### src/hdl/rre_pkg.sv
// ----------------------------------------------------------------------------
// rre_pkg
// Shared types, constants and helpers for the RTT / RTO estimator.
// ----------------------------------------------------------------------------
package rre_pkg;

    localparam int TIME_W = 24;
    localparam int GAIN_W = 16;
    localparam int CNT_W  = 8;
    localparam int ACC_W  = 42;
    localparam int WIDE_W = 34;
    localparam int IDX_W  = 3;
    localparam int SEG_W  = 32;

    localparam logic [TIME_W-1:0] TIME_MAX = 24'hFFFFFF;

    localparam logic [TIME_W-1:0] MIN_DQN_INTERVAL = 24'd5120;
    localparam logic [TIME_W-1:0] MAX_DQN_INTERVAL = 24'd256000;
    localparam logic [TIME_W-1:0] MIN_BBR_INTERVAL = 24'd5120;
    localparam logic [TIME_W-1:0] MAX_BBR_INTERVAL = 24'd256000;
    localparam logic [TIME_W-1:0] DQN_RESET        = 24'd5120;

    localparam logic [GAIN_W-1:0] ALPHA_RESET   = 16'd8192;
    localparam logic [GAIN_W-1:0] BETA_RESET    = 16'd16384;
    localparam logic [GAIN_W-1:0] K_RESET       = 16'd1024;
    localparam logic [GAIN_W-1:0] BACKOFF_RESET = 16'd512;
    localparam logic [TIME_W-1:0] FLOOR_RESET   = 24'd51200;
    localparam logic [TIME_W-1:0] CEIL_RESET    = 24'd15360000;
    localparam logic [TIME_W-1:0] START_RESET   = 24'd256000;

    // Register indexes of the configuration port
    localparam logic [IDX_W-1:0] REG_ALPHA   = 3'd0;
    localparam logic [IDX_W-1:0] REG_BETA    = 3'd1;
    localparam logic [IDX_W-1:0] REG_K       = 3'd2;
    localparam logic [IDX_W-1:0] REG_FLOOR   = 3'd3;
    localparam logic [IDX_W-1:0] REG_CEIL    = 3'd4;
    localparam logic [IDX_W-1:0] REG_START   = 3'd5;
    localparam logic [IDX_W-1:0] REG_BACKOFF = 3'd6;

    // Item opcodes
    localparam logic OP_MEASURE = 1'b0;
    localparam logic OP_BACKOFF = 1'b1;

    typedef enum logic [3:0] {
        ST_IDLE,
        ST_DIV_WAIT,
        ST_VAR_GO,
        ST_VAR_WAIT,
        ST_SRTT_GO,
        ST_SRTT_WAIT,
        ST_RTO_GO,
        ST_RTO_WAIT,
        ST_BACK_GO,
        ST_BACK_WAIT,
        ST_FINISH
    } state_t;

    // Command to the serial multiply-accumulate unit
    typedef struct packed {
        logic              start;
        logic [ACC_W-1:0]  acc_init;
        logic [ACC_W-1:0]  mcand;
        logic [GAIN_W-1:0] mult;
    } mac_cmd_t;

    function automatic logic [TIME_W-1:0] sat_time(input logic [WIDE_W-1:0] v);
        logic [TIME_W-1:0] r;
        begin
            if (v[WIDE_W-1:TIME_W] != '0)
                r = TIME_MAX;
            else
                r = v[TIME_W-1:0];
            return r;
        end
    endfunction

    function automatic logic [TIME_W-1:0] clamp_time(
        input logic [TIME_W-1:0] v,
        input logic [TIME_W-1:0] lo,
        input logic [TIME_W-1:0] hi
    );
        logic [TIME_W-1:0] r;
        begin
            if (v < lo)
                r = lo;
            else if (v > hi)
                r = hi;
            else
                r = v;
            return r;
        end
    endfunction

endpackage

### src/hdl/rtt_rto_estimator.sv
// ----------------------------------------------------------------------------
// rtt_rto_estimator
// Jacobson/Karels round-trip and retransmission-timeout estimator.
// ----------------------------------------------------------------------------
// One item is in flight at a time; in_ready is high only while the
// controller is idle, and a finished result waits in the output register
// so the next item can be taken meanwhile. A measurement once a sample
// exists runs two bit-serial divides side by side, then three serial
// multiply passes for rttvar, srtt and rto, each launched from its own
// GO state, then a finish state; the first measurement runs only the rto
// pass and a backoff only the backoff pass. The processing time is set by
// the bit-serial multiply-accumulate unit, which takes one multiplier bit
// per cycle, and the bit-serial dividers that form alpha/n and beta/n.
// Times are Q16.8 ms, results saturate at full scale, and n = 0 is treated
// as n = 1. The config port is always ready; write only while the block
// is idle.
// ----------------------------------------------------------------------------
module rtt_rto_estimator (
    input  logic                       clk,
    input  logic                       rst_n,
    // configuration write channel
    input  logic                       cfg_valid,
    output logic                       cfg_ready,
    input  logic [rre_pkg::IDX_W-1:0]  cfg_index,
    input  logic [rre_pkg::TIME_W-1:0] cfg_data,
    // item input channel
    input  logic                       in_valid,
    output logic                       in_ready,
    input  logic                       op,
    input  logic [rre_pkg::SEG_W-1:0]  seg_number,
    input  logic [rre_pkg::TIME_W-1:0] rtt_sample,
    input  logic [rre_pkg::CNT_W-1:0]  expected_samples,
    // result output channel
    output logic                       out_valid,
    input  logic                       out_ready,
    output logic [rre_pkg::SEG_W-1:0]  seg_echo,
    output logic                       is_measurement,
    output logic [rre_pkg::TIME_W-1:0] srtt_out,
    output logic [rre_pkg::TIME_W-1:0] rttvar_out,
    output logic [rre_pkg::TIME_W-1:0] rto_out,
    output logic [rre_pkg::TIME_W-1:0] dqn_interval_out,
    output logic [rre_pkg::TIME_W-1:0] bbr_interval_out
);
    import rre_pkg::*;

    // configuration registers
    logic [GAIN_W-1:0] alpha_reg;
    logic [GAIN_W-1:0] beta_reg;
    logic [GAIN_W-1:0] k_reg;
    logic [TIME_W-1:0] floor_reg;
    logic [TIME_W-1:0] ceil_reg;
    logic [GAIN_W-1:0] backoff_reg;

    // estimator state
    logic [TIME_W-1:0] srtt_reg,   srtt_next;
    logic [TIME_W-1:0] rttvar_reg, rttvar_next;
    logic [TIME_W-1:0] rto_reg,    rto_next;
    logic              have_reg,   have_next;
    logic [TIME_W-1:0] dqn_reg,    dqn_next;
    logic [TIME_W-1:0] bbr_reg,    bbr_next;

    // item being worked on
    state_t            state_reg, state_next;
    logic              op_reg,     op_next;
    logic [SEG_W-1:0]  seg_reg,    seg_next;
    logic [TIME_W-1:0] sample_reg, sample_next;
    logic [TIME_W-1:0] err_reg,    err_next;
    logic [TIME_W-1:0] raw_reg,    raw_next;

    // output register
    logic              ovalid_reg, ovalid_next;
    logic [SEG_W-1:0]  oseg_reg,   oseg_next;
    logic              omeas_reg,  omeas_next;
    logic [TIME_W-1:0] osrtt_reg,  osrtt_next;
    logic [TIME_W-1:0] ovar_reg,   ovar_next;
    logic [TIME_W-1:0] orto_reg,   orto_next;
    logic [TIME_W-1:0] odqn_reg,   odqn_next;
    logic [TIME_W-1:0] obbr_reg,   obbr_next;

    // serial units
    logic              div_start;
    logic [CNT_W-1:0]  n_eff;
    logic [GAIN_W-1:0] a_q;
    logic [GAIN_W-1:0] b_q;
    logic              a_done;
    logic              b_done;
    mac_cmd_t          mac_cmd;
    logic [ACC_W-1:0]  mac_acc;
    logic              mac_done;

    logic              in_xfer;
    logic [TIME_W:0]   diff_var;
    logic [TIME_W:0]   diff_srtt;
    logic [TIME_W-1:0] rto_clamped;

    assign cfg_ready = 1'b1;
    assign in_ready  = (state_reg == ST_IDLE);
    assign in_xfer   = in_valid && in_ready;

    // treat a zero sample count as one
    assign n_eff     = (expected_samples == '0) ? CNT_W'(1) : expected_samples;
    assign div_start = in_xfer && (op == OP_MEASURE) && have_reg;

    rre_serial_div u_div_alpha (
        .clk      (clk),
        .rst_n    (rst_n),
        .start    (div_start),
        .dividend (alpha_reg),
        .divisor  (n_eff),
        .quotient (a_q),
        .done     (a_done)
    );

    rre_serial_div u_div_beta (
        .clk      (clk),
        .rst_n    (rst_n),
        .start    (div_start),
        .dividend (beta_reg),
        .divisor  (n_eff),
        .quotient (b_q),
        .done     (b_done)
    );

    rre_serial_mac u_mac (
        .clk   (clk),
        .rst_n (rst_n),
        .cmd   (mac_cmd),
        .acc   (mac_acc),
        .done  (mac_done)
    );

    // signed deltas for the blends: old * 2^16 + g * (target - old)
    assign diff_var  = {1'b0, err_reg}    - {1'b0, rttvar_reg};
    assign diff_srtt = {1'b0, sample_reg} - {1'b0, srtt_reg};

    // operands for the multiply pass launched in each GO state
    always_comb
    begin
        mac_cmd = '0;
        unique case (state_reg)
            ST_VAR_GO:
            begin
                mac_cmd.start    = 1'b1;
                mac_cmd.acc_init = {2'b00, rttvar_reg, 16'h8000};
                mac_cmd.mcand    = {{(ACC_W-TIME_W-1){diff_var[TIME_W]}}, diff_var};
                mac_cmd.mult     = b_q;
            end
            ST_SRTT_GO:
            begin
                mac_cmd.start    = 1'b1;
                mac_cmd.acc_init = {2'b00, srtt_reg, 16'h8000};
                mac_cmd.mcand    = {{(ACC_W-TIME_W-1){diff_srtt[TIME_W]}}, diff_srtt};
                mac_cmd.mult     = a_q;
            end
            ST_RTO_GO:
            begin
                // srtt * 256 + k * rttvar + 128, then drop eight bits
                mac_cmd.start    = 1'b1;
                mac_cmd.acc_init = {10'd0, srtt_reg, 8'h80};
                mac_cmd.mcand    = {{(ACC_W-TIME_W){1'b0}}, rttvar_reg};
                mac_cmd.mult     = k_reg;
            end
            ST_BACK_GO:
            begin
                mac_cmd.start    = 1'b1;
                mac_cmd.acc_init = ACC_W'(128);
                mac_cmd.mcand    = {{(ACC_W-TIME_W){1'b0}}, rto_reg};
                mac_cmd.mult     = backoff_reg;
            end
            default:
            begin
                mac_cmd = '0;
            end
        endcase
    end

    assign rto_clamped = clamp_time(raw_reg, floor_reg, ceil_reg);

    // sequencer
    always_comb
    begin
        state_next  = state_reg;
        op_next     = op_reg;
        seg_next    = seg_reg;
        sample_next = sample_reg;
        err_next    = err_reg;
        raw_next    = raw_reg;
        srtt_next   = srtt_reg;
        rttvar_next = rttvar_reg;
        rto_next    = rto_reg;
        have_next   = have_reg;
        dqn_next    = dqn_reg;
        bbr_next    = bbr_reg;
        ovalid_next = ovalid_reg;
        oseg_next   = oseg_reg;
        omeas_next  = omeas_reg;
        osrtt_next  = osrtt_reg;
        ovar_next   = ovar_reg;
        orto_next   = orto_reg;
        odqn_next   = odqn_reg;
        obbr_next   = obbr_reg;

        // drop the result once the consumer takes it
        if (ovalid_reg && out_ready)
            ovalid_next = 1'b0;

        unique case (state_reg)
            ST_IDLE:
            begin
                if (in_xfer)
                begin
                    op_next     = op;
                    seg_next    = seg_number;
                    sample_next = rtt_sample;
                    err_next    = (srtt_reg >= rtt_sample) ? srtt_reg - rtt_sample
                                                           : rtt_sample - srtt_reg;
                    if (op == OP_BACKOFF)
                        state_next = ST_BACK_GO;
                    else if (have_reg)
                        state_next = ST_DIV_WAIT;
                    else
                    begin
                        // first sample seeds the estimator directly
                        srtt_next   = rtt_sample;
                        rttvar_next = {1'b0, rtt_sample[TIME_W-1:1]};
                        have_next   = 1'b1;
                        state_next  = ST_RTO_GO;
                    end
                end
            end
            ST_DIV_WAIT:
            begin
                if (a_done && b_done)
                    state_next = ST_VAR_GO;
            end
            ST_VAR_GO:
            begin
                state_next = ST_VAR_WAIT;
            end
            ST_VAR_WAIT:
            begin
                if (mac_done)
                begin
                    rttvar_next = sat_time(WIDE_W'(mac_acc[ACC_W-1:16]));
                    state_next  = ST_SRTT_GO;
                end
            end
            ST_SRTT_GO:
            begin
                state_next = ST_SRTT_WAIT;
            end
            ST_SRTT_WAIT:
            begin
                if (mac_done)
                begin
                    srtt_next  = sat_time(WIDE_W'(mac_acc[ACC_W-1:16]));
                    state_next = ST_RTO_GO;
                end
            end
            ST_RTO_GO:
            begin
                state_next = ST_RTO_WAIT;
            end
            ST_RTO_WAIT:
            begin
                if (mac_done)
                begin
                    raw_next   = sat_time(mac_acc[ACC_W-1:8]);
                    state_next = ST_FINISH;
                end
            end
            ST_BACK_GO:
            begin
                state_next = ST_BACK_WAIT;
            end
            ST_BACK_WAIT:
            begin
                if (mac_done)
                begin
                    raw_next   = sat_time(mac_acc[ACC_W-1:8]);
                    state_next = ST_FINISH;
                end
            end
            ST_FINISH:
            begin
                // hold until the output register is free
                if (!ovalid_reg || out_ready)
                begin
                    rto_next = rto_clamped;
                    if (op_reg == OP_MEASURE)
                    begin
                        dqn_next = clamp_time(raw_reg, MIN_DQN_INTERVAL, MAX_DQN_INTERVAL);
                        bbr_next = clamp_time(raw_reg, MIN_BBR_INTERVAL, MAX_BBR_INTERVAL);
                    end
                    ovalid_next = 1'b1;
                    oseg_next   = (op_reg == OP_MEASURE) ? seg_reg : '0;
                    omeas_next  = (op_reg == OP_MEASURE);
                    osrtt_next  = srtt_reg;
                    ovar_next   = rttvar_reg;
                    orto_next   = rto_clamped;
                    odqn_next   = dqn_next;
                    obbr_next   = bbr_next;
                    state_next  = ST_IDLE;
                end
            end
            default:
            begin
                state_next = ST_IDLE;
            end
        endcase

        // before the first sample the start value is the live rto
        if (cfg_valid && cfg_ready && (cfg_index == REG_START) && !have_reg)
            rto_next = cfg_data;
    end

    always_ff @(posedge clk or negedge rst_n)
    begin
        if (!rst_n)
            state_reg <= ST_IDLE;
        else
            state_reg <= state_next;
    end

    // configuration registers and estimator state
    always_ff @(posedge clk or negedge rst_n)
    begin
        if (!rst_n)
        begin
            alpha_reg     <= ALPHA_RESET;
            beta_reg      <= BETA_RESET;
            k_reg         <= K_RESET;
            floor_reg     <= FLOOR_RESET;
            ceil_reg      <= CEIL_RESET;
            backoff_reg   <= BACKOFF_RESET;
            srtt_reg      <= '0;
            rttvar_reg    <= '0;
            rto_reg       <= START_RESET;
            have_reg      <= 1'b0;
            dqn_reg       <= DQN_RESET;
            bbr_reg       <= '0;
            ovalid_reg    <= 1'b0;
        end
        else
        begin
            srtt_reg   <= srtt_next;
            rttvar_reg <= rttvar_next;
            have_reg   <= have_next;
            dqn_reg    <= dqn_next;
            bbr_reg    <= bbr_next;
            ovalid_reg <= ovalid_next;
            rto_reg    <= rto_next;
            if (cfg_valid && cfg_ready)
            begin
                unique case (cfg_index)
                    REG_ALPHA:   alpha_reg   <= cfg_data[GAIN_W-1:0];
                    REG_BETA:    beta_reg    <= cfg_data[GAIN_W-1:0];
                    REG_K:       k_reg       <= cfg_data[GAIN_W-1:0];
                    REG_FLOOR:   floor_reg   <= cfg_data;
                    REG_CEIL:    ceil_reg    <= cfg_data;
                    REG_BACKOFF: backoff_reg <= cfg_data[GAIN_W-1:0];
                    default:     ;
                endcase
            end
        end
    end

    // payload registers
    always_ff @(posedge clk)
    begin
        op_reg     <= op_next;
        seg_reg    <= seg_next;
        sample_reg <= sample_next;
        err_reg    <= err_next;
        raw_reg    <= raw_next;
        oseg_reg   <= oseg_next;
        omeas_reg  <= omeas_next;
        osrtt_reg  <= osrtt_next;
        ovar_reg   <= ovar_next;
        orto_reg   <= orto_next;
        odqn_reg   <= odqn_next;
        obbr_reg   <= obbr_next;
    end

    assign out_valid        = ovalid_reg;
    assign seg_echo         = oseg_reg;
    assign is_measurement   = omeas_reg;
    assign srtt_out         = osrtt_reg;
    assign rttvar_out       = ovar_reg;
    assign rto_out          = orto_reg;
    assign dqn_interval_out = odqn_reg;
    assign bbr_interval_out = obbr_reg;

endmodule

### src/hdl/rre_serial_div.sv
// ----------------------------------------------------------------------------
// rre_serial_div
// Restoring divider, one quotient bit per cycle: gain / sample count.
// ----------------------------------------------------------------------------
module rre_serial_div (
    input  logic                       clk,
    input  logic                       rst_n,
    input  logic                       start,
    input  logic [rre_pkg::GAIN_W-1:0] dividend,
    input  logic [rre_pkg::CNT_W-1:0]  divisor,
    output logic [rre_pkg::GAIN_W-1:0] quotient,
    output logic                       done
);
    import rre_pkg::*;

    logic                busy_reg,  busy_next;
    logic                done_reg,  done_next;
    logic [3:0]          cnt_reg,   cnt_next;
    logic [GAIN_W-1:0]   q_reg,     q_next;
    logic [CNT_W-1:0]    rem_reg,   rem_next;
    logic [CNT_W-1:0]    dvs_reg,   dvs_next;
    logic [CNT_W:0]      trial;

    always_comb
    begin
        busy_next = busy_reg;
        done_next = 1'b0;
        cnt_next  = cnt_reg;
        q_next    = q_reg;
        rem_next  = rem_reg;
        dvs_next  = dvs_reg;
        trial     = {rem_reg, q_reg[GAIN_W-1]};
        if (start)
        begin
            busy_next = 1'b1;
            cnt_next  = '0;
            q_next    = dividend;
            rem_next  = '0;
            dvs_next  = divisor;
        end
        else if (busy_reg)
        begin
            // shift in the next dividend bit, subtract when it fits
            if (trial >= {1'b0, dvs_reg})
            begin
                rem_next = CNT_W'(trial - {1'b0, dvs_reg});
                q_next   = {q_reg[GAIN_W-2:0], 1'b1};
            end
            else
            begin
                rem_next = trial[CNT_W-1:0];
                q_next   = {q_reg[GAIN_W-2:0], 1'b0};
            end
            cnt_next = cnt_reg + 4'd1;
            if (cnt_reg == 4'd15)
            begin
                busy_next = 1'b0;
                done_next = 1'b1;
            end
        end
    end

    always_ff @(posedge clk or negedge rst_n)
    begin
        if (!rst_n)
        begin
            busy_reg <= 1'b0;
            done_reg <= 1'b0;
            cnt_reg  <= '0;
        end
        else
        begin
            busy_reg <= busy_next;
            done_reg <= done_next;
            cnt_reg  <= cnt_next;
        end
    end

    always_ff @(posedge clk)
    begin
        q_reg   <= q_next;
        rem_reg <= rem_next;
        dvs_reg <= dvs_next;
    end

    assign quotient = q_reg;
    assign done     = done_reg;

endmodule

### src/hdl/rre_serial_mac.sv
// ----------------------------------------------------------------------------
// rre_serial_mac
// Shift-and-add multiply-accumulate, one multiplier bit per cycle.
// ----------------------------------------------------------------------------
module rre_serial_mac (
    input  logic                      clk,
    input  logic                      rst_n,
    input  rre_pkg::mac_cmd_t         cmd,
    output logic [rre_pkg::ACC_W-1:0] acc,
    output logic                      done
);
    import rre_pkg::*;

    logic                busy_reg,  busy_next;
    logic                done_reg,  done_next;
    logic [3:0]          cnt_reg,   cnt_next;
    logic [ACC_W-1:0]    acc_reg,   acc_next;
    logic [ACC_W-1:0]    mcand_reg, mcand_next;
    logic [GAIN_W-1:0]   mult_reg,  mult_next;

    always_comb
    begin
        busy_next  = busy_reg;
        done_next  = 1'b0;
        cnt_next   = cnt_reg;
        acc_next   = acc_reg;
        mcand_next = mcand_reg;
        mult_next  = mult_reg;
        if (cmd.start)
        begin
            busy_next  = 1'b1;
            cnt_next   = '0;
            acc_next   = cmd.acc_init;
            mcand_next = cmd.mcand;
            mult_next  = cmd.mult;
        end
        else if (busy_reg)
        begin
            // add the weighted multiplicand when the current bit is set
            if (mult_reg[0])
                acc_next = acc_reg + mcand_reg;
            mcand_next = {mcand_reg[ACC_W-2:0], 1'b0};
            mult_next  = {1'b0, mult_reg[GAIN_W-1:1]};
            cnt_next   = cnt_reg + 4'd1;
            if (cnt_reg == 4'd15)
            begin
                busy_next = 1'b0;
                done_next = 1'b1;
            end
        end
    end

    always_ff @(posedge clk or negedge rst_n)
    begin
        if (!rst_n)
        begin
            busy_reg <= 1'b0;
            done_reg <= 1'b0;
            cnt_reg  <= '0;
        end
        else
        begin
            busy_reg <= busy_next;
            done_reg <= done_next;
            cnt_reg  <= cnt_next;
        end
    end

    always_ff @(posedge clk)
    begin
        acc_reg   <= acc_next;
        mcand_reg <= mcand_next;
        mult_reg  <= mult_next;
    end

    assign acc  = acc_reg;
    assign done = done_reg;

endmodule
### config.mk
export PLATFORM = sky130hd
export DESIGN_NAME = rtt_rto_estimator
export DESIGN_NICKNAME = d
export VERILOG_FILES = /design/src/hdl/rre_pkg.sv /design/src/hdl/rtt_rto_estimator.sv /design/src/hdl/rre_serial_div.sv /design/src/hdl/rre_serial_mac.sv
export SDC_FILE = /design/constraint.sdc
export NUM_CORES = 1
export LEC_CHECK = 0
export ABC_AREA = 1
export ABC_CLOCK_PERIOD_IN_PS = 17200
export BUFFER_PORTS_ARGS = -buffer_cell sky130_fd_sc_hd__buf_2
export CORE_UTILIZATION = 45
export DETAILED_ROUTE_END_ITERATION = 10
export GPL_ROUTABILITY_DRIVEN = 0
export PLACE_DENSITY = 0.6
export SYNTH_ARGS = -nofsm -noshare
export SYNTH_HDL_FRONTEND = slang
export SYNTH_SLANG_ARGS = --single-unit
### constraint.sdc
create_clock -name clk -period 17.2 [get_ports clk]
set_input_delay 0.86 -clock clk [delete_from_list [all_inputs] [get_ports clk]]
set_output_delay 0.86 -clock clk [all_outputs]
set_load 0.02 [all_outputs]
==> results.ini, run 1 <==
[synthesis]
syn_area_um2 = 38100
ys.flop_type = edfxtp_1
synth.avg_cell_area_um2 = 8.24
synth-seq-cells = 670
synth_edf_count = 398
synthCells = 4620
ys_types = 54
syn_nets = 4926
synthArstFlopShare_pct = 38.2
synth-warning-count = 0
seq_area_frac_synth_pct = 49.1

[sta]
finalHoldViolations = 0
finalSetupViolCount = 0
finalSetupTns_ns = 0
relSlewSlack_pct = 19.4
finalClockSkew_ns = 0.0275
rsz0062_at_grt = false
tightest_slew_ns = 1.21
maxSlewViolCount = 0
fin_crit_ns = 4.15
fin_crit_sh_pct = 24.1
clock.fmax_ghz = 0.241

[finish]
register_area_um2 = 18700
fillers = 8071
drive_gt1_share_pct = 9.60
final_cell_area_um2 = 42900
final_common_cell = nand2_1
mostFrequentLayoutCells = nand2_1 (1402), inv_1 (599), edfxtp_1 (398), o21ai_0 (352), nor2_1 (282)
final_nets = 5124
multi_input_area_um2 = 16400
areaGrowthSynthToFinish_pct = 12.7
final_util_pct = 51.3

[clock_tree]
root_buffer = clkbuf_16
cts_tree = yes
cts_resized = 0
cts_setup_buffers = 0
cts_buffer_depth = 3
htreeDepth = 3
insertion_delay_ns = 0.64
cts_buffers = 77
cts_hold_buf = 0
clk_pin_slew_ns = 0.06
clock-sinks = 670

[global_route]
grt_util_all_layers_pct = 27.6
grt_pass1_wl_um = 181000
first_global_vias = 30500
grt_remaining_overflow = 0
antenna_found_initial = 7
grt_max_degree = 151

[critical_path]
worstSetupPathType = flop to flop
worst-path-max-fanout = 86
r2r_start = state_reg[2]
path_cells = nand2_1, nor2_2, buf_4, inv_2, nand2_1, nor3_4, buf_4, nand2_2
cp.depth = 8
slowest_stage = nand2_2
worstRegToRegCells = 8
path_buf_inv = 3
path_delay_family = buffers and inverters
r2r_slack_ns = 13.05
cp-start-kind = flop
cp-end-kind = flop
worstReg2RegEnd = u_mac.acc[41]
crit_required_ns = 17.30
slowest_delay_ns = 0.87
worstPathArrival_ns = 4.26

[routing]
drcViolationCount = 0
drt_wl_total_um = 120000
drt_iter0_markers = 2857
top_layer_used = met4
drtPass1Iterations = 6
drtAntennaViolNets = 0
met1_length_um = 52100
vias = 32300
wire_per_inst_um = 19.9
routed-wl-met2_um = 54200
route.met3.wl_um = 8180
viasPerCell = 5.37

[floorplanning]
start_util_pct = 45.5
die_h_um = 293
boundaryPins = 253
dieArea_um2 = 85800
core_area_um2 = 83700
die-width_um = 293
num_rows = 106

[placed_design]
dpl_cell_area_um2 = 40300
hpwlAfterDp_um = 89600
portBuffers = 251

[outcome]
status = complete, no violations

[worst_hold_path]
hp-class = input port to asynchronous set/reset pin

[pwr]
power.static_leakage_nw = 20.0
peakVddDrop_v = 0.000150
p_total_mw = 8.47
p_per_area_nw_per_um2 = 197

[run]
maxCapViolations = 0

-- per-stage QoR --
stage | worst slack [ns] | std cells | hold WS, ns
4_1_cts | 13.07 | 6017 | 0.340
3_3_place_gp | 13.09 | 5873 | 0.432
6_report | 13.05 | 6021 | 0.288
2_1_floorplan | 11.15 | 4620 | 0.425
5_1_grt | 12.75 | 6020 | 0.367
3_5_place_dp | 13.07 | 5873 | 0.432
-- kinds of logic (layout without fill, tap and decap cells) --
| kind of cell | after synthesis | count (layout) | share of synthesized area, % |
|---|---|---|---|
| flops | 670 | 670 | 49.1 |
| xor+xnor | 58 | 58 | 1.33 |
| buf+inv | 767 | 1030 | 7.97 |
| other cells | 1 | 5 | 0.00985 |
| simple gates | 2124 | 2124 | 23.1 |
| compound gates | 791 | 791 | 11.5 |
| fa+ha+maj | 209 | 209 | 7.01 |
-- metal layers --
layer / vias to the layer above / track usage (%)
met1: 15100 / 38.0
li1: 15700 / -
met4: 0 / 11.3
met5: - / 0
met3: 258 / 3.96
met2: 1293 / 43.8
-- worst max path at each step --
stage                             from            end
after floorplan              out_ready     bbr_reg[1]
after global placement    state_reg[2]  u_mac.acc[40]
after detailed placement  state_reg[2]  u_mac.acc[41]
after CTS                 state_reg[2]  u_mac.acc[16]
after global routing      state_reg[2]  u_mac.acc[26]
final                     state_reg[2]  u_mac.acc[41]
-- area by class of cell --
cell class                      count  share of cell area (%)
Antenna cell                        4                  0.0233
Clock buffer                      114                    5.15
Clock inverter                     30                   0.968
Inverter                          610                    5.34
Multi-Input combinational cell   3183                    38.2
Sequential cell                   670                    43.6
Tap cell                         1134                    3.31
Timing Repair Buffer              276                    3.42
-- power by group --
| part | internal (mW) | switching (mW) |
|---|---|---|
| sequential | 2.37 | 0.320 |
| combinational | 1.26 | 2.84 |
| clock | 1.01 | 0.683 |
| total | 4.63 | 3.84 |
-- synthesized netlist by cell type (18+ instances only) --
cell type     n  area (um^2)
nor2_1      286         1070
dfrtp_1     234         5860
buf_4        18          135
nor3_1       22          110
and2_1       27          169
edfxtp_1    398        12000
a21oi_1     239         1200
o21ai_0     352         1760
dfstp_2      22          578
nand3_1     242         1210
buf_2        42          210
clkbuf_1     79          297
inv_1       599         2250
o211ai_1     26          195
ha_1        202         2530
o22ai_1      69          432
nand2_1    1404         5270
nand4_1      88          551
o21ai_1      21          105
xor2_1       43          377
No activity file was read; power rests on OpenSTA's default activity.
==> run 2, diff against run 1 <==
Settings changed: ABC_CLOCK_PERIOD_IN_PS 17200 to 3800, PLACE_DENSITY 0.6 to 0.63.
Clock period 17.2 ns to 3.8 ns, I/O delays scaled along.
==> run 2 against run 1 <==
  * Global-route usage up 0.38 points
  * Total power grew to 4.5 times the previous value
  * Combinational power increased to 4.6 times the previous value
  * Utilization rose by 1.1 points
  * Maximum frequency rose by 34%
  * Worst setup slack worse by 12 ns
  * Clock power grew to 4.5 times the previous value
  * Cell count is 1.6% higher
  * First-iteration DRC count up 8.0%
  * Clock skew is essentially flat
  * Critical path depth is 4 higher
  * Largest cell class unchanged
  * Non-clock buffer count rose by 100
==> results.ini, run 2 (same netlist as run 1, synthesis figures left out) <==
[clock_tree]
cts_tree = yes
cts_resized = 0
insertion_delay_ns = 0.65
cts_buffer_depth = 3
root_buffer = clkbuf_16
clock-sinks = 670
htreeDepth = 3
cts_setup_buffers = 0
cts_buffers = 76
cts_hold_buf = 82
clk_pin_slew_ns = 0.06

[critical_path]
slowest_stage = dfrtp_1
worstPathArrival_ns = 3.47
worst_path_most_repeated_cell = nand2_1
crit_required_ns = 4.18
cp-end-kind = flop
path_cells = inv_1, ha_1, fa_1, o21ai_1, nand2_1, nand2_1, o21ai_1, nand2_1, nor2_4, inv_4, nand2_1, nand2_1
worstSetupPathType = flop to flop
path_delay_family = simple AND/OR/NAND/NOR gates
worst-path-max-fanout = 24
cp-start-kind = flop
path_buf_inv = 2
slowest_delay_ns = 0.46

[pwr]
peakVddDrop_v = 0.000567
p_total_mw = 38.5
power.static_leakage_nw = 20.5
p_per_area_nw_per_um2 = 877

[finish]
final_util_pct = 52.4
register_area_um2 = 18700
mostFrequentLayoutCells = nand2_1 (1402), inv_1 (599), edfxtp_1 (398), o21ai_0 (352), nor2_1 (282)
drive_gt1_share_pct = 9.82
final_common_cell = nand2_1
fillers = 7845
areaGrowthSynthToFinish_pct = 15.1
multi_input_area_um2 = 16400
diodes = 0
final_nets = 5223

[floorplanning]
start_util_pct = 45.5
dieArea_um2 = 85800
die_h_um = 293
num_rows = 106
boundaryPins = 253
die-width_um = 293
core_area_um2 = 83700

[placed_design]
portBuffers = 251
post-place-ws_ns = 0.815
hpwlAfterDp_um = 90400

[sta]
tightest_slew_ns = 1.21
maxSlewViolCount = 0
relSlewSlack_pct = 18.9
rsz0062_at_grt = false
finalHoldViolations = 0
fin_crit_sh_pct = 81.4
finalClockSkew_ns = 0.0280
finalSetupViolCount = 0
finalSetupTns_ns = 0
fin_crit_ns = 3.09
worst_slack_ns = 0.707
clock.fmax_ghz = 0.323

[global_route]
grt_util_all_layers_pct = 28.0
antenna_found_initial = 6
grt_pass1_wl_um = 185000
grt_max_degree = 116
first_global_vias = 31300
grt_remaining_overflow = 0

[routing]
route.met3.wl_um = 9790
top_layer_used = met5
drtPass1Iterations = 7
drtAntennaViolNets = 0
met1_length_um = 51600
drt_wl_total_um = 121000
vias = 33200
wire_per_inst_um = 19.8
drcViolationCount = 0
viasPerCell = 5.43
drt_iter0_markers = 3086
routed-wl-met2_um = 55000

[run]
maxCapViolations = 0

[outcome]
status = complete, no violations

[worst_hold_path]
hp-class = input port to flop

[run 2: final timing paths]
path                                 from        endpoint  slack, ns  depth (start not counted)
max                           srtt_reg[0]     err_reg[22]       0.71                         12
min                           cfg_data[9]        k_reg[9]       0.04                          3
max reg2reg                   srtt_reg[0]     err_reg[22]       0.71                         12
min reg2reg                rttvar_reg[13]  rttvar_out[13]       0.45                          0
max in group asynchronous           rst_n   floor_reg[20]       2.58                          3
min in group asynchronous           rst_n    beta_reg[15]       0.12                          2
[run 2: metrics by stage]
stage | cells | cell area, um^2 | hold WS (ns)
4_1_cts | 6115 | 43800 | 0.00957
3_5_place_dp | 5891 | 40500 | 0.231
2_1_floorplan | 4620 | 38100 | -0.106
3_3_place_gp | 5891 | 40500 | 0.231
5_1_grt | 6115 | 43800 | 0.0610
6_report | 6115 | 43800 | 0.0440
[run 2: cell type report]
cell class	instances	area share, %
inverters	610	5.23
well taps	1134	3.24
flip-flops and latches	670	42.7
clock inverters	37	1.03
clock buffers	105	4.82
repair buffers	376	5.64
multi-input cells	3183	37.4
[run 2: where the power goes]
group	switching [mW]	internal (mW)	leakage (nW)	total [mW]
sequential	1.45	10.7	7.08	12.2
clock	3.14	4.43	1.25	7.56
combinational	12.9	5.84	12.1	18.8
total	17.5	21.0	20.5	38.5
[run 2: per-layer routing]
metal / track usage [%] / up-vias
li1: - / 15900
met5: 0 / -
met3: 4.17 / 255
met2: 44.5 / 1439
met4: 11.0 / 2
met1: 38.5 / 15600
[run 2: worst reg2reg max path, delay by kind of cell (launching register included)]
kind,cells,cell delay [ns]
simple gates,6,0.94
flops,1,0.46
buf+inv,2,0.51
compound gates,2,0.32
fa+ha+maj,2,0.60
